==> src/rtl/uart_rx_tx_ring_buffers_top_assert.svh <==
// Assertion macros shared by the ring buffer block.
`ifndef UART_RX_TX_RING_BUFFERS_TOP_ASSERT_SVH
`define UART_RX_TX_RING_BUFFERS_TOP_ASSERT_SVH

// The consequent must hold in the same cycle as the antecedent.
`define UARTRB_ASSERT_NOW(label, ante, cons, msg) \
  label: assert property (@(posedge clk) disable iff (!rst_n) (ante) |-> (cons)) \
    else $error(msg);

// The consequent must hold in the cycle after the antecedent.
`define UARTRB_ASSERT_NEXT(label, ante, cons, msg) \
  label: assert property (@(posedge clk) disable iff (!rst_n) (ante) |=> (cons)) \
    else $error(msg);

`endif

==> src/rtl/uartrb_pkg.sv <==
`timescale 1ns / 1ps

package uartrb_pkg;

  localparam int RX_DEPTH = 64;
  localparam int TX_DEPTH = 64;

  localparam int RX_AW = $clog2(RX_DEPTH);
  localparam int TX_AW = $clog2(TX_DEPTH);
  // The receive count wraps before it reaches the depth; the transmit count
  // can equal the depth.
  localparam int RX_CW = $clog2(RX_DEPTH);
  localparam int TX_CW = $clog2(TX_DEPTH + 1);

  localparam int BYTE_W      = 8;
  localparam int ERR_W       = 3;
  localparam int RX_LEVEL_W  = 6;
  localparam int TX_LEVEL_W  = 7;
  localparam int IN_TDATA_W  = 16;
  localparam int IN_TUSER_W  = 2;
  localparam int OUT_TDATA_W = 40;

  typedef enum logic [1:0] {
    CMD_RX_BYTE  = 2'd0,
    CMD_TX_READY = 2'd1,
    CMD_HOST_WR  = 2'd2,
    CMD_HOST_RD  = 2'd3
  } cmd_e_t;

  typedef enum logic [1:0] {
    ST_OK       = 2'd0,
    ST_WR_FULL  = 2'd1,
    ST_RD_EMPTY = 2'd2,
    ST_DROP     = 2'd3
  } status_t;

  typedef struct packed {
    logic              we;
    logic              re;
    logic [RX_AW-1:0]  addr;
    logic [BYTE_W-1:0] wdata;
  } rx_req_t;

  typedef struct packed {
    logic              we;
    logic              re;
    logic [TX_AW-1:0]  addr;
    logic [BYTE_W-1:0] wdata;
  } tx_req_t;

  // Everything about a response except the bytes that come from memory.
  typedef struct packed {
    logic                  tx_valid;
    logic                  tx_from_mem;
    logic [BYTE_W-1:0]     tx_byte;
    logic                  read_valid;
    status_t               status;
    logic                  rx_overflow;
    logic [RX_LEVEL_W-1:0] rx_level;
    logic [TX_LEVEL_W-1:0] tx_level;
    logic                  rx_available;
  } resp_t;

endpackage

==> src/rtl/uartrb_ram.sv <==
`timescale 1ns / 1ps

module uartrb_ram #(
  parameter int WIDTH = 8,
  parameter int DEPTH = 64
) (
  input  logic                     clk,
  input  logic                     we,
  input  logic                     re,
  input  logic [$clog2(DEPTH)-1:0] addr,
  input  logic [WIDTH-1:0]         wdata,
  output logic [WIDTH-1:0]         rdata
);

  logic [WIDTH-1:0] mem [DEPTH];
  logic [WIDTH-1:0] rdata_r;

  always_ff @(posedge clk) begin
    if (we) begin
      mem[addr] <= wdata;
    end
    if (re) begin
      rdata_r <= mem[addr];
    end
  end

  assign rdata = rdata_r;

endmodule

==> src/rtl/uartrb_ctrl.sv <==
`timescale 1ns / 1ps

module uartrb_ctrl (
  input  logic                              clk,
  input  logic                              rst_n,
  input  logic                              accept,
  input  uartrb_pkg::cmd_e_t                cmd,
  input  logic [uartrb_pkg::BYTE_W-1:0]     byte_in,
  input  logic [uartrb_pkg::ERR_W-1:0]      line_errors,
  input  logic                              dre_empty,
  output uartrb_pkg::rx_req_t               rx_req,
  output uartrb_pkg::tx_req_t               tx_req,
  output uartrb_pkg::resp_t                 resp
);

  localparam logic [uartrb_pkg::RX_AW-1:0] RX_LAST =
    uartrb_pkg::RX_AW'(uartrb_pkg::RX_DEPTH - 1);
  localparam logic [uartrb_pkg::TX_AW-1:0] TX_LAST =
    uartrb_pkg::TX_AW'(uartrb_pkg::TX_DEPTH - 1);
  localparam logic [uartrb_pkg::RX_CW-1:0] RX_CNT_TOP =
    uartrb_pkg::RX_CW'(uartrb_pkg::RX_DEPTH - 1);
  localparam logic [uartrb_pkg::TX_CW-1:0] TX_CNT_FULL =
    uartrb_pkg::TX_CW'(uartrb_pkg::TX_DEPTH);

  logic [uartrb_pkg::RX_AW-1:0] rx_wp_r, rx_wp_nxt, rx_rp_r, rx_rp_nxt;
  logic [uartrb_pkg::TX_AW-1:0] tx_wp_r, tx_wp_nxt, tx_rp_r, tx_rp_nxt;
  logic [uartrb_pkg::RX_CW-1:0] rx_cnt_r, rx_cnt_nxt;
  logic [uartrb_pkg::TX_CW-1:0] tx_cnt_r, tx_cnt_nxt;
  logic                         ovf_r, ovf_nxt;

  always_comb begin
    rx_wp_nxt  = rx_wp_r;
    rx_rp_nxt  = rx_rp_r;
    tx_wp_nxt  = tx_wp_r;
    tx_rp_nxt  = tx_rp_r;
    rx_cnt_nxt = rx_cnt_r;
    tx_cnt_nxt = tx_cnt_r;
    ovf_nxt    = ovf_r;
    rx_req     = '0;
    tx_req     = '0;
    resp       = '0;
    resp.status = uartrb_pkg::ST_OK;

    unique case (cmd)
      uartrb_pkg::CMD_RX_BYTE: begin
        if (line_errors != '0) begin
          resp.status = uartrb_pkg::ST_DROP;
        end else begin
          rx_req.we    = 1'b1;
          rx_req.addr  = rx_wp_r;
          rx_req.wdata = byte_in;
          rx_wp_nxt    = (rx_wp_r == RX_LAST) ? '0 : rx_wp_r + 1'b1;
          // Reaching the depth empties the count and leaves the bytes behind.
          if (rx_cnt_r == RX_CNT_TOP) begin
            rx_cnt_nxt = '0;
            ovf_nxt    = 1'b1;
          end else begin
            rx_cnt_nxt = rx_cnt_r + 1'b1;
          end
        end
      end
      uartrb_pkg::CMD_TX_READY: begin
        if (tx_cnt_r != '0) begin
          tx_req.re        = 1'b1;
          tx_req.addr      = tx_rp_r;
          tx_rp_nxt        = (tx_rp_r == TX_LAST) ? '0 : tx_rp_r + 1'b1;
          tx_cnt_nxt       = tx_cnt_r - 1'b1;
          resp.tx_valid    = 1'b1;
          resp.tx_from_mem = 1'b1;
        end
      end
      uartrb_pkg::CMD_HOST_WR: begin
        if (tx_cnt_r == TX_CNT_FULL) begin
          resp.status = uartrb_pkg::ST_WR_FULL;
        end else if (tx_cnt_r != '0 || !dre_empty) begin
          tx_req.we    = 1'b1;
          tx_req.addr  = tx_wp_r;
          tx_req.wdata = byte_in;
          tx_wp_nxt    = (tx_wp_r == TX_LAST) ? '0 : tx_wp_r + 1'b1;
          tx_cnt_nxt   = tx_cnt_r + 1'b1;
        end else begin
          // Empty queue and free data register: the byte goes straight out.
          resp.tx_valid = 1'b1;
          resp.tx_byte  = byte_in;
        end
      end
      uartrb_pkg::CMD_HOST_RD: begin
        if (rx_cnt_r == '0) begin
          resp.status = uartrb_pkg::ST_RD_EMPTY;
        end else begin
          rx_req.re       = 1'b1;
          rx_req.addr     = rx_rp_r;
          rx_rp_nxt       = (rx_rp_r == RX_LAST) ? '0 : rx_rp_r + 1'b1;
          rx_cnt_nxt      = rx_cnt_r - 1'b1;
          resp.read_valid = 1'b1;
        end
      end
    endcase

    resp.rx_overflow  = ovf_nxt;
    resp.rx_level     = uartrb_pkg::RX_LEVEL_W'(rx_cnt_nxt);
    resp.tx_level     = uartrb_pkg::TX_LEVEL_W'(tx_cnt_nxt);
    resp.rx_available = (rx_cnt_nxt != '0);
  end

  always_ff @(posedge clk) begin
    if (!rst_n) begin
      rx_wp_r  <= '0;
      rx_rp_r  <= '0;
      tx_wp_r  <= '0;
      tx_rp_r  <= '0;
      rx_cnt_r <= '0;
      tx_cnt_r <= '0;
      ovf_r    <= 1'b0;
    end else if (accept) begin
      rx_wp_r  <= rx_wp_nxt;
      rx_rp_r  <= rx_rp_nxt;
      tx_wp_r  <= tx_wp_nxt;
      tx_rp_r  <= tx_rp_nxt;
      rx_cnt_r <= rx_cnt_nxt;
      tx_cnt_r <= tx_cnt_nxt;
      ovf_r    <= ovf_nxt;
    end
  end

endmodule

==> src/rtl/uart_rx_tx_ring_buffers_top.sv <==
// An accepted request is registered in the read stage, then in the output register (out_tvalid).
// Throughput: one request per cycle unless the output stalls; each one-port memory is used once.
// A stalled result holds in the output register while the next request waits in the read stage.
// Reset (rst_n low, synchronous) clears pointers, counts, the overflow flag and all valid bits.
// Buffer memories are not cleared; no clearing pass runs after reset.
`timescale 1ns / 1ps

module uart_rx_tx_ring_buffers_top (
  input  logic                                 clk,
  input  logic                                 rst_n,
  input  logic                                 in_tvalid,
  output logic                                 in_tready,
  // [7:0] byte_in, [10:8] line_errors, [11] dre_empty, [15:12] zero
  input  logic [uartrb_pkg::IN_TDATA_W-1:0]    in_tdata,
  // [1:0] cmd
  input  logic [uartrb_pkg::IN_TUSER_W-1:0]    in_tuser,
  output logic                                 out_tvalid,
  input  logic                                 out_tready,
  // [0] tx_valid, [8:1] tx_byte, [9] read_valid, [17:10] read_byte, [19:18] status,
  // [20] rx_overflow, [26:21] rx_level, [33:27] tx_level, [34] rx_available,
  // [39:35] zero
  output logic [uartrb_pkg::OUT_TDATA_W-1:0]   out_tdata
);

  logic                               accept;
  logic                               advance;
  uartrb_pkg::rx_req_t                rx_req;
  uartrb_pkg::tx_req_t                tx_req;
  uartrb_pkg::resp_t                  resp;
  logic [uartrb_pkg::BYTE_W-1:0]      rx_rdata, tx_rdata;

  logic                               s1_valid_r;
  uartrb_pkg::resp_t                  s1_r;
  logic                               out_valid_r;
  logic                               out_tx_valid_r;
  logic [uartrb_pkg::BYTE_W-1:0]      out_tx_byte_r;
  logic                               out_read_valid_r;
  logic [uartrb_pkg::BYTE_W-1:0]      out_read_byte_r;
  uartrb_pkg::status_t                out_status_r;
  logic                               out_ovf_r;
  logic [uartrb_pkg::RX_LEVEL_W-1:0]  out_rx_level_r;
  logic [uartrb_pkg::TX_LEVEL_W-1:0]  out_tx_level_r;
  logic                               out_rx_avail_r;

  // The read stage moves on whenever the output register is free or being drained.
  assign advance   = s1_valid_r && (!out_valid_r || out_tready);
  assign in_tready = !s1_valid_r || advance;
  assign accept    = in_tvalid && in_tready;

  uartrb_ctrl u_ctrl (
    .clk         (clk),
    .rst_n       (rst_n),
    .accept      (accept),
    .cmd         (uartrb_pkg::cmd_e_t'(in_tuser)),
    .byte_in     (in_tdata[7:0]),
    .line_errors (in_tdata[10:8]),
    .dre_empty   (in_tdata[11]),
    .rx_req      (rx_req),
    .tx_req      (tx_req),
    .resp        (resp)
  );

  uartrb_ram #(
    .WIDTH (uartrb_pkg::BYTE_W),
    .DEPTH (uartrb_pkg::RX_DEPTH)
  ) u_rx_ram (
    .clk   (clk),
    .we    (accept && rx_req.we),
    .re    (accept && rx_req.re),
    .addr  (rx_req.addr),
    .wdata (rx_req.wdata),
    .rdata (rx_rdata)
  );

  uartrb_ram #(
    .WIDTH (uartrb_pkg::BYTE_W),
    .DEPTH (uartrb_pkg::TX_DEPTH)
  ) u_tx_ram (
    .clk   (clk),
    .we    (accept && tx_req.we),
    .re    (accept && tx_req.re),
    .addr  (tx_req.addr),
    .wdata (tx_req.wdata),
    .rdata (tx_rdata)
  );

  always_ff @(posedge clk) begin
    if (!rst_n) begin
      s1_valid_r  <= 1'b0;
      out_valid_r <= 1'b0;
    end else begin
      if (accept) begin
        s1_valid_r <= 1'b1;
      end else if (advance) begin
        s1_valid_r <= 1'b0;
      end
      if (advance) begin
        out_valid_r <= 1'b1;
      end else if (out_tready) begin
        out_valid_r <= 1'b0;
      end
    end
  end

  // The memory read data stays put while the read stage stalls, since no
  // new request is taken until it moves on.
  always_ff @(posedge clk) begin
    if (accept) begin
      s1_r <= resp;
    end
    if (advance) begin
      out_tx_valid_r   <= s1_r.tx_valid;
      out_tx_byte_r    <= s1_r.tx_from_mem ? tx_rdata : s1_r.tx_byte;
      out_read_valid_r <= s1_r.read_valid;
      out_read_byte_r  <= s1_r.read_valid ? rx_rdata : '0;
      out_status_r     <= s1_r.status;
      out_ovf_r        <= s1_r.rx_overflow;
      out_rx_level_r   <= s1_r.rx_level;
      out_tx_level_r   <= s1_r.tx_level;
      out_rx_avail_r   <= s1_r.rx_available;
    end
  end

  assign out_tvalid = out_valid_r;
  assign out_tdata  = {5'b0, out_rx_avail_r, out_tx_level_r, out_rx_level_r, out_ovf_r,
                       out_status_r, out_read_byte_r, out_read_valid_r, out_tx_byte_r,
                       out_tx_valid_r};

`include "uart_rx_tx_ring_buffers_top_assert.svh"

  `UARTRB_ASSERT_NEXT(a_s1_held, s1_valid_r && !advance, s1_valid_r, "read stage lost a request")
  `UARTRB_ASSERT_NEXT(a_out_loaded, advance, out_valid_r, "output register missed a result")
  `UARTRB_ASSERT_NOW(a_read_ok, out_valid_r && out_read_valid_r, out_status_r == uartrb_pkg::ST_OK, "read returned with a refusal status")
  `UARTRB_ASSERT_NOW(a_rx_avail, out_valid_r, out_rx_avail_r == (out_rx_level_r != '0), "rx_available disagrees with rx_level")

endmodule

==> config.mk <==
export PLATFORM = sky130hd
export DESIGN_NAME = uart_rx_tx_ring_buffers_top
export DESIGN_NICKNAME = d
export VERILOG_FILES = /design/src/rtl/uartrb_pkg.sv /design/src/rtl/uartrb_ram.sv /design/src/rtl/uartrb_ctrl.sv /design/src/rtl/uart_rx_tx_ring_buffers_top.sv
export VERILOG_INCLUDE_DIRS = /design/src /design/src/rtl
export SDC_FILE = /design/constraint.sdc
export NUM_CORES = 1
export LEC_CHECK = 0
export BUFFER_PORTS_ARGS = -buffer_cell sky130_fd_sc_hd__buf_2
export CAP_MARGIN = 30
export CORE_MARGIN = 1.5
export CORE_UTILIZATION = 50
export CTS_CLUSTER_DIAMETER = 80
export DETAILED_ROUTE_END_ITERATION = 6
export PLACE_DENSITY_LB_ADDON = 0.1
export SLEW_MARGIN = 5
export SYNTH_ARGS = -nofsm -noshare
export SYNTH_HDL_FRONTEND = slang
export SYNTH_SLANG_ARGS = --single-unit
==> constraint.sdc <==
create_clock -name clk -period 13.7 [get_ports clk]
set_input_delay 4.11 -clock clk [delete_from_list [all_inputs] [get_ports clk]]
set_output_delay 4.11 -clock clk [all_outputs]
set_load 0.01 [all_outputs]
# == Yosys cells after proc, flatten, opt, wreduce, memory -nomap -nowiden ==
# Memories as Yosys holds them, arrays and structs flattened. A register that Yosys moved wholly into a read port is not among the register bits.
# Cells that the tools add are included.
# totals
ff_bits,103
latch_bits,0
ramBits,1024
romBits,0
inputBits,22
output_inout_bits,42
elab_cells,123
n_memories,2
# classes
addsub,8
n_mul,0
div,0
n_lt_le_gt_ge,0
n_eq_ne,9
shifts,0
mux,49
bitwise_logic,4
n_reduce_logical,24
# memory_table
memory,words,word_bits,read_ports,rd_clocked_by_memory_dff,write_ports,line_no,rtl
u_rx_ram.mem,64,8,1,1,1,uartrb_ram.sv:15,logic [WIDTH-1:0] mem [DEPTH];
u_tx_ram.mem,64,8,1,1,1,uartrb_ram.sv:15,
# ops
cell,count
14-bit two-way mux,3
6-bit two-way mux,7
6-bit one-hot mux with 2 select lines,3
7-bit two-way mux,5
6-bit by 1-bit adder with 6-bit output (second input constant),5
6-bit == test (second input constant),5
8-bit two-way mux,3
1-bit two-way mux,22
7-bit one-hot mux with 2 select lines,1
3-bit AND reduction,3
7-bit by 1-bit adder with 7-bit output (second input constant),1
7-bit == test (second input constant),1
7-bit nonzero test,1
7-bit by 1-bit subtractor with 7-bit output (second input constant),1
1-bit logical AND,6
6-bit zero test,1
2-bit two-way mux,3
2-bit one-hot mux with 3 select lines,1
6-bit nonzero test,1
6-bit by 1-bit subtractor with 6-bit output (second input constant),1
2-bit == test (second input constant),2
1-bit NOT,4
4-bit AND reduction,1
2-bit nonzero test,2
7 further kinds,11

# == Depth between registers and ports, before layout ==
# Gate-level depths: netlist of run 1.
# logic_depth
word_depth,8
mapped_depth,14

# == By module ==
# A second synthesis of run 1 with hierarchy kept.
# unflattened
hier_cells,2848
hier_area_um2,46293.1
# modules_own_cells
mod,n_inst,cells_each,area_each_um2,seq_area_each_um2
uartrb_ram,2,1171,20529.7,15615.0
uartrb_ctrl,1,403,2966.6,760.7
uart_rx_tx_ring_buffers_top,1,103,2267.2,1931.9

# == Worst setup path before layout of run 1 ==
# No wires, ideal clock.
# synth_path
path_type,in2out
startpoint,in out_tready
endpoint,out in_tready
arrival_ns,4.438
path_slack_ns,5.152
cell_stages,2
n_path_buf,0
cell_sequence,nor2b_1 nand2_1
# synth_via
elab_chain_cells,3
# synth_rtl
item,line_no,rtl
from (decl),uart_rx_tx_ring_buffers_top.sv:18,"input logic out_tready,"
1-bit logical OR,uart_rx_tx_ring_buffers_top.sv:46,assign advance = s1_valid_r && (!out_valid_r || out_tready);
1-bit logical AND,uart_rx_tx_ring_buffers_top.sv:46,
1-bit logical OR,uart_rx_tx_ring_buffers_top.sv:47,assign in_tready = !s1_valid_r || advance;
to (decl),uart_rx_tx_ring_buffers_top.sv:12,"output logic in_tready,"
# Every way passes these cells.

# == Worst setup path in the final report of run 1 ==
# layout_path
startpoint,in in_tuser[0] (netlist name)
endpoint,mem u_rx_ram.mem[34][4] (enable)
# layout_via
elab_chain_cells,5
elab_cells_between_ends,7
# layout_rtl
item,line_no,rtl
from (decl),uart_rx_tx_ring_buffers_top.sv:16,"input logic [uartrb_pkg::IN_TUSER_W-1:0] in_tuser,"
2-bit zero test,uartrb_ctrl.sv:44,unique case (cmd)
1-bit two-way mux,uartrb_ctrl.sv:44,
1-bit logical AND,uart_rx_tx_ring_buffers_top.sv:68,".we (accept && rx_req.we),"
1-bit two-way mux,uartrb_ram.sv:19,if (we) begin
1-bit two-way mux (implied by the code),uartrb_ram.sv:20,mem[addr] <= wdata;
to (decl),uartrb_ram.sv:15,
# Several ways; a longest one is shown, not always the timed one.

==> results of run 1 <==
[report_power, final]
| part | leakage (nW) | total, W | internal [W] | switching [W] |
|---|---|---|---|---|
| clock | 1.82 | 0.00309 | 0.00178 | 0.00131 |
| combinational | 4.59 | 0.000143 | 0.0000385 | 0.000105 |
| sequential | 9.91 | 0.00383 | 0.00382 | 0.00000933 |
[path summary, 6_finish.rpt]
check	startpoint	to	slack, ns	cells past startpoint
worst max-delay path	in_tuser[0]	u_rx_ram.mem[34][4]$_DFFE_PP_	4.72	11
worst min-delay path	s1_r[4]$_DFFE_PP_	out_tx_level_r[3]$_DFFE_PP_	0.42	0
worst max register to register	u_ctrl.rx_cnt_r[0]$_SDFFE_PN0P_	u_rx_ram.rdata[2]$_DFFE_PP_	8.16	12
worst min register to register	s1_r[4]$_DFFE_PP_	out_tx_level_r[3]$_DFFE_PP_	0.42	0
[cells by family after synthesis]
| logic type | Yosys count | synth area share |
|---|---|---|
| flip-flops | 1143 | 0.7453 |
| AO/OA/AOI/OAI | 710 | 0.1159 |
| AND/OR/NAND/NOR | 672 | 0.06663 |
| multiplexers | 197 | 0.04684 |
| buffers and inverters | 187 | 0.01847 |
| XOR/XNOR | 17 | 0.003271 |
| adder cells (fa/ha/maj) | 13 | 0.003574 |
| other | 1 | 0.00008239 |
[area by class of cell]
cell class	count	area share
inverters	22	0.001612
flip-flops and latches	1143	0.6623
well taps	1176	0.02873
repair buffers	155	0.02032
multi-input cells	1614	0.2146
clock buffers	145	0.06058
clock inverters	66	0.01192
[Yosys cell counts (all sizes together) (7+ instances only)]
| cell | instances | area share |
|---|---|---|
| a2111oi | 14 | 0.0028 |
| a211oi | 24 | 0.0040 |
| a21boi | 10 | 0.0016 |
| a21o | 7 | 0.0012 |
| a21oi | 108 | 0.012 |
| a221o | 37 | 0.0081 |
| a221oi | 73 | 0.014 |
| a222oi | 9 | 0.0020 |
| a22o | 17 | 0.0033 |
| a22oi | 102 | 0.017 |
| a2bb2oi | 8 | 0.0015 |
| a311oi | 8 | 0.0015 |
| a31oi | 16 | 0.0022 |
| a32oi | 15 | 0.0029 |
| and2 | 55 | 0.0076 |
| and3 | 22 | 0.0030 |
| and4 | 7 | 0.0013 |
| buf | 80 | 0.0096 |
| clkbuf | 85 | 0.0070 |
| dfxtp | 40 | 0.018 |
| edfxtp | 1103 | 0.73 |
| ha | 13 | 0.0036 |
| inv | 21 | 0.0017 |
| mux2 | 88 | 0.022 |
| mux2i | 105 | 0.023 |
| nand2 | 262 | 0.022 |
| nand3 | 61 | 0.0067 |
| nand4 | 13 | 0.0018 |
| nor2 | 196 | 0.016 |
| nor2b | 7 | 0.00096 |
| nor3 | 15 | 0.0021 |
| o211a | 11 | 0.0024 |
| o211ai | 41 | 0.0069 |
| o21ai | 90 | 0.010 |
| o221ai | 26 | 0.0050 |
| o22ai | 24 | 0.0033 |
| o2bb2ai | 17 | 0.0033 |
| or3 | 9 | 0.0012 |
| xnor2 | 14 | 0.0027 |
[critical path: stages]
cell     delay [ns]
buf_2          0.12
inv_1          0.06
ha_1           0.24
nor4b_2        0.17
buf_4          0.20
nand2_1        0.56
nand2_2        0.67
buf_4          0.56
nor3_4         0.86
nand2_1        0.73
nor2_1         0.94
[cells in the final DEF (no fill, tap or decap), types with 17 or more instances in the layout]
| master | Yosys | layout |
|---|---|---|
| and2_1 | 55 | 39 |
| and3_1 | 22 | 22 |
| nand3_1 | 61 | 61 |
| buf_4 | 12 | 94 |
| clkinv_2 | 0 | 24 |
| edfxtp_1 | 1103 | 1103 |
| inv_1 | 20 | 20 |
| o21ai_0 | 84 | 80 |
| nor2_1 | 195 | 189 |
| mux2i_1 | 105 | 105 |
| clkbuf_16 | 0 | 117 |
| a221oi_1 | 73 | 71 |
| dfxtp_1 | 40 | 40 |
| a221o_1 | 37 | 37 |
| o2bb2ai_1 | 17 | 17 |
| buf_2 | 51 | 54 |
| a21oi_1 | 108 | 104 |
| nand2_1 | 261 | 259 |
| o221ai_1 | 26 | 26 |
| clkinv_1 | 1 | 23 |
| o22ai_1 | 24 | 24 |
| a22oi_1 | 102 | 102 |
| clkbuf_1 | 85 | 21 |
| o211ai_1 | 40 | 40 |
| a22o_1 | 17 | 17 |
| mux2_2 | 88 | 88 |
| a211oi_1 | 24 | 23 |
[routing by layer]
| layer | routed length, um | vias to the layer above | global-route usage |
|---|---|---|---|
| li1 | - | 11957 | - |
| met1 | 56090 | 14374 | 0.4242 |
| met2 | 57830 | 1711 | 0.4120 |
| met3 | 15190 | 259 | 0.06383 |
| met4 | 3509 | 2 | 0.08047 |
| met5 | 12 | - | 0 |
[per-stage QoR]
stage / total power, W / setup WS, ns / hold WS (ns)
global route: 0.007241 / 4.654 / 0.4231
CTS: 0.007093 / 4.759 / 0.4190
finish: 0.007069 / 4.716 / 0.4172
floorplan: 0.003989 / 5.152 / 0.4003
detailed placement: 0.004047 / 4.223 / 0.4045
global placement: 0.004042 / 4.240 / 0.4009
[state kept, by name, indices dropped and copies added, names as in the netlist, 2 cells and up]
name and count:
u_rx_ram.mem 512, u_tx_ram.mem 512, s1_r 28, out_read_byte_r 8
out_tx_byte_r 8, u_rx_ram.rdata 8, u_tx_ram.rdata 8, out_tx_level_r 7
u_ctrl.tx_cnt_r 7, out_rx_level_r 6, u_ctrl.rx_cnt_r 6, u_ctrl.rx_rp_r 6
u_ctrl.rx_wp_r 6, u_ctrl.tx_rp_r 6, u_ctrl.tx_wp_r 6, out_status_r 2
==> results.py, run 1 <==
metrics = {
    "status": {
        "outcome": "finished clean",
    },
    "place": {
        "globalplace.congestion": 0.8799,
        "detailed_place_hpwl_um": 79550,
        "place_area_sq_um": 47420,
        "dpl.cell_count": 4098,
        "io_buffers": 54,
    },
    "clocking": {
        "post-cts-setup-buffers": 0,
        "cts_root_buf": "clkbuf_16",
        "post_cts_resized": 0,
        "cts_buffers": 114,
        "cts_tree": "built",
        "cts_max_path_buffers": 3,
        "clk_pin_slew_ns": 0.06,
        "ctsHoldBuffers": 0,
        "cts_max_level": 3,
        "clock_latency_ns": 0.68,
        "clock_sinks": 1143,
    },
    "final_layout": {
        "num-fill-cells": 6909,
        "multi_input_area_sq_um": 10990,
        "fin_nets": 3085,
        "num_antenna_cells": 0,
        "syn_to_final_growth_pct": 12.53,
        "seq_area_sq_um": 33920,
        "drive_gt1_frac": 0.1533,
        "fin_util": 0.5682,
        "fin_cells": 4321,
        "final_area_sq_um": 51220,
    },
    "floorplan": {
        "start_util": 0.5049,
        "rows": 110,
        "coreArea_sq_um": 90150,
        "dieArea_sq_um": 92850,
        "die_w_um": 304.7,
        "io-pin-count": 64,
        "die_y_um": 304.7,
    },
    "yosys": {
        "netlist_area_sq_um": 45520,
        "ys.flop_type": "edfxtp_1",
        "synth.avg_cell_area_sq_um": 15.48,
        "synth_edf_count": 1103,
        "async_reset_ff_frac": 0,
        "synth-seq-cells": 1143,
        "synth_cells": 2940,
        "seq_area_frac_synth": 0.7453,
        "yosys_warnings": 0,
        "synth_cell_types": 83,
    },
    "sta": {
        "slew_headroom": 0.2332,
        "skew_ns": 0.01702,
        "fmax_mhz": 111.3,
        "period_minus_slack_ns": 8.984,
        "final_max_slew_viol_count": 0,
        "fin_tns_setup_ns": 0,
        "hold_viol": 0,
        "rsz0062_at_grt": "false",
        "worstMarginPinSlew_ns": 1.138,
        "fin_crit_sh": 0.6558,
        "final-setup-viol-count": 0,
    },
    "global_routing": {
        "antenna_found_initial": 3,
        "track_usage": 0.2819,
        "grt_pass1_wl_um": 190300,
        "grt_overflow": 0,
        "grt_max_degree": 65,
        "grt_pass1_vias": 27134,
    },
    "route": {
        "routed_wl_um": 132600,
        "wire_per_inst_um": 30.70,
        "drt-vias-per-instance": 6.550,
        "ant_nets": 0,
        "drtPass1Iterations": 6,
        "drt-initial-drc-count": 3949,
        "post-route-drc-count": 0,
        "vias": 28303,
    },
    "critical_path": {
        "worstPathArrival_ns": 9.28,
        "crit_fanout": 37,
        "worstSetupPathType": "input port to flop",
        "required_ns": 14.00,
        "cp-start-kind": "input port",
        "cp-end-kind": "flop",
    },
    "hold_path": {
        "hold_path.class": "flop to flop",
    },
    "run": {
        "maxCapViolations": 0,
    },
    "pwr": {
        "leakage_nw": 16.32,
        "p_per_area_nw_per_um2": 138.0,
        "vdd_drop_max_uv": 93.42,
    },
}
Note: power is estimated with default switching activity, not from simulation.
==> run 2: changes to the inputs <==
--- a/config.mk
+++ b/config.mk
@@ -6,6 +6,7 @@
 export SDC_FILE = /design/constraint.sdc
 export NUM_CORES = 1
 export LEC_CHECK = 0
+export ABC_AREA = 1
 export BUFFER_PORTS_ARGS = -buffer_cell sky130_fd_sc_hd__buf_2
 export CAP_MARGIN = 30
 export CORE_MARGIN = 1.5
==> constraint.sdc (replaced) <==
create_clock -name clk -period 9.4 [get_ports clk]
set_input_delay 2.82 -clock clk [delete_from_list [all_inputs] [get_ports clk]]
set_output_delay 2.82 -clock clk [all_outputs]
set_load 0.01 [all_outputs]
==> run 2 against run 1 <==
Wire length shrank 5.3%. Clock skew is essentially flat. Utilization shrank 1.3 points. Global-route usage shrank 3.4 points. Cell count grew 42%. Total power grew 47%. Critical path type unchanged. Largest cell class unchanged.
==> results.py, run 2 <==
metrics = {
    "global_routing": {
        "grt_pass1_wl_um": 191500,
        "grt_pass1_vias": 31461,
        "track_usage": 0.2477,
        "grt_max_degree": 183,
        "grt_overflow": 0,
        "antenna_found_initial": 2,
    },
    "pwr": {
        "leakage_nw": 21.91,
        "p_per_area_nw_per_um2": 189.6,
        "switchingPower_w": 0.002184,
        "swShare": 0.2107,
        "clockPowerShare": 0.426,
        "p_int_w": 0.008183,
        "p_seq_frac": 0.540,
        "power_frac_comb": 0.034,
        "vdd_drop_max_uv": 134.0,
        "power.total_w": 0.01037,
    },
    "yosys": {
        "synth_cells": 4781,
        "ys.flop_type": "edfxtp_1",
        "yosys_warnings": 0,
        "synth-seq-cells": 1143,
        "synth.avg_cell_area_sq_um": 10.39,
        "synth_edf_count": 1103,
        "synth_common_cells": "nand2_1, edfxtp_1, nand3_1",
        "netlist_area_sq_um": 49700,
        "synth_area_leader_cell": "edfxtp_1",
        "yosysTopAreaCellShare": 0.6665,
        "synth.most_common_cell": "nand2_1",
        "synth_area_leaders": "edfxtp_1, nand2_1, nand3_1",
        "synth_cell_types": 43,
        "async_reset_ff_frac": 0,
        "seq_area_frac_synth": 0.6826,
    },
    "final_layout": {
        "final_area_sq_um": 54660,
        "fin_cells": 6140,
        "fin_util": 0.5554,
        "fin_nets": 4797,
        "num_antenna_cells": 0,
        "drive_gt1_frac": 0.06862,
        "num-fill-cells": 8455,
        "final_common_cell": "nand2_1",
        "reg_top3": "u_rx_ram.mem (512), u_tx_ram.mem (512), s1_r (28)",
        "seq_area_sq_um": 33920,
        "final_cell_mix": "nand2_1, edfxtp_1, nand3_1, inv_1, nor2_1",
        "multi_input_area_sq_um": 13310,
        "syn_to_final_growth_pct": 10.00,
    },
    "critical_path": {
        "crit_fanout": 72,
        "worstPathArrival_ns": 6.93,
        "required_ns": 9.71,
        "cp-start-kind": "input port",
        "crit_slowest_cell": "nor2_1",
        "worstSetupPathType": "input port to flop",
        "crit_path_max_incr_delay_ns": 0.88,
        "worstPathCellList": "buf_2 -> inv_1 -> ha_4 -> inv_1 -> nor2_1 -> nand2_1 -> o21ai_4 -> buf_4 -> nand2_8 -> inv_2 -> buf_12 -> nand4_1 -> nor2_1",
        "cp-end-kind": "flop",
    },
    "clocking": {
        "clk_pin_slew_ns": 0.06,
        "clock_latency_ns": 0.69,
        "post-cts-setup-buffers": 0,
        "clock_sinks": 1143,
        "ctsHoldBuffers": 0,
        "cts_root_buf": "clkbuf_16",
        "cts_buffers": 117,
        "cts_max_path_buffers": 3,
        "post_cts_resized": 0,
        "cts_max_level": 3,
        "cts_tree": "built",
    },
    "place": {
        "io_buffers": 54,
        "globalplace.congestion": 0.8675,
        "detailed_place_hpwl_um": 70630,
        "dpl.cell_count": 5926,
        "place_area_sq_um": 50990,
    },
    "sta": {
        "fin_tns_setup_ns": 0,
        "rsz0062_at_grt": "false",
        "worstMarginPinSlew_ns": 1.234,
        "fmax_mhz": 151.0,
        "final_max_slew_viol_count": 0,
        "fin_crit_sh": 0.7047,
        "slew_headroom": 0.1775,
        "period_minus_slack_ns": 6.624,
        "final-setup-viol-count": 0,
        "skew_ns": 0.01750,
        "hold_viol": 0,
    },
    "floorplan": {
        "rows": 115,
        "start_util": 0.5049,
        "dieArea_sq_um": 101300,
        "io-pin-count": 64,
        "coreArea_sq_um": 98420,
        "die_w_um": 318.3,
        "die_y_um": 318.3,
    },
    "route": {
        "drt-vias-per-instance": 5.386,
        "wire_per_inst_um": 20.46,
        "routed_wl_um": 125600,
        "vias": 33070,
        "drt-initial-drc-count": 3218,
        "drtPass1Iterations": 6,
        "ant_nets": 0,
        "post-route-drc-count": 0,
    },
    "status": {
        "outcome": "finished clean",
    },
    "run": {
        "maxCapViolations": 0,
    },
    "hold_path": {
        "hold_path.class": "flop to flop",
    },
}
[run 2: changes by cell type after synthesis, moves of 50 or more]
cell      change
buf_2        +55
a22oi_1     -101
nand2_1    +1543
mux2i_1     -105
nor2_1      +137
nand3b_1    +107
a21oi_1      -50
and2_1       -54
a221oi_1     -73
inv_1       +341
nand3_1     +452
mux2_2       -80
[run 2: cell families (layout without fill, tap and decap cells)]
family          after synthesis  count (layout)  share of synthesized area
simple gates               2830            2830                     0.2391
flops                      1143            1143                     0.6826
buf+inv                     626             694                    0.05433
compound gates              146             146                    0.01637
xor+xnor                     14              14                   0.002467
fa+ha+maj                    13              13                   0.003273
mux                           8               8                   0.001813
other cells                   1               5                 0.00007546
[run 2: worst max-delay path, delay by kind of cell]
kind	cells	cell delay (ns)
buffers and inverters	6	1.40
AO/OA/AOI/OAI	1	0.08
adder cells (fa/ha/maj)	1	0.15
AND/OR/NAND/NOR	5	2.38
[run 2: routing by layer]
layer	GRT usage	share of wire	up-vias
met5	0	0	-
met4	0.06560	0.020	0
met3	0.04547	0.083	160
met2	0.3742	0.44	1160
met1	0.3697	0.45	15896
li1	-	-	15854
[run 2: cell type report]
| class | instances | area share |
|---|---|---|
| multi-input cells | 3016 | 0.2434 |
| flip-flops and latches | 1143 | 0.6206 |
| clock inverters | 62 | 0.008560 |
| repair buffers | 111 | 0.01501 |
| inverters | 373 | 0.02577 |
| well taps | 1287 | 0.02946 |
| clock buffers | 148 | 0.05724 |
[run 2: power by group through the flow]
| stage | clock (W) | combinational (W) | sequential (W) |
|---|---|---|---|
| CTS | 0.00448 | 0.000350 | 0.00560 |
| detailed placement | 0 | 0.000350 | 0.00571 |
| finish | 0.00442 | 0.000352 | 0.00560 |
| floorplan | 0 | 0.000219 | 0.00571 |
| global placement | 0 | 0.000345 | 0.00571 |
| global route | 0.00467 | 0.000386 | 0.00560 |
[run 2: stage by stage]
step	worst slack (ns)	hold slack, ns
6_report	2.776	0.4168
5_1_grt	2.500	0.4257
4_1_cts	2.818	0.4187
3_5_place_dp	2.093	0.4052
3_3_place_gp	2.126	0.4004
2_1_floorplan	3.557	0.4003
[run 2: worst paths after layout]
path | slack (ns) | start | endpoint | cells after the start
max | 2.78 | in_tuser[0] | u_rx_ram.mem[49][3]$_DFFE_PP_ | 13
min | 0.42 | s1_r[2]$_DFFE_PP_ | out_tx_level_r[1]$_DFFE_PP_ | 0
max reg2reg | 4.53 | u_ctrl.tx_cnt_r[0]$_SDFFE_PN0P_ | u_tx_ram.mem[12][1]$_DFFE_PP_ | 12
min reg2reg | 0.42 | s1_r[2]$_DFFE_PP_ | out_tx_level_r[1]$_DFFE_PP_ | 0
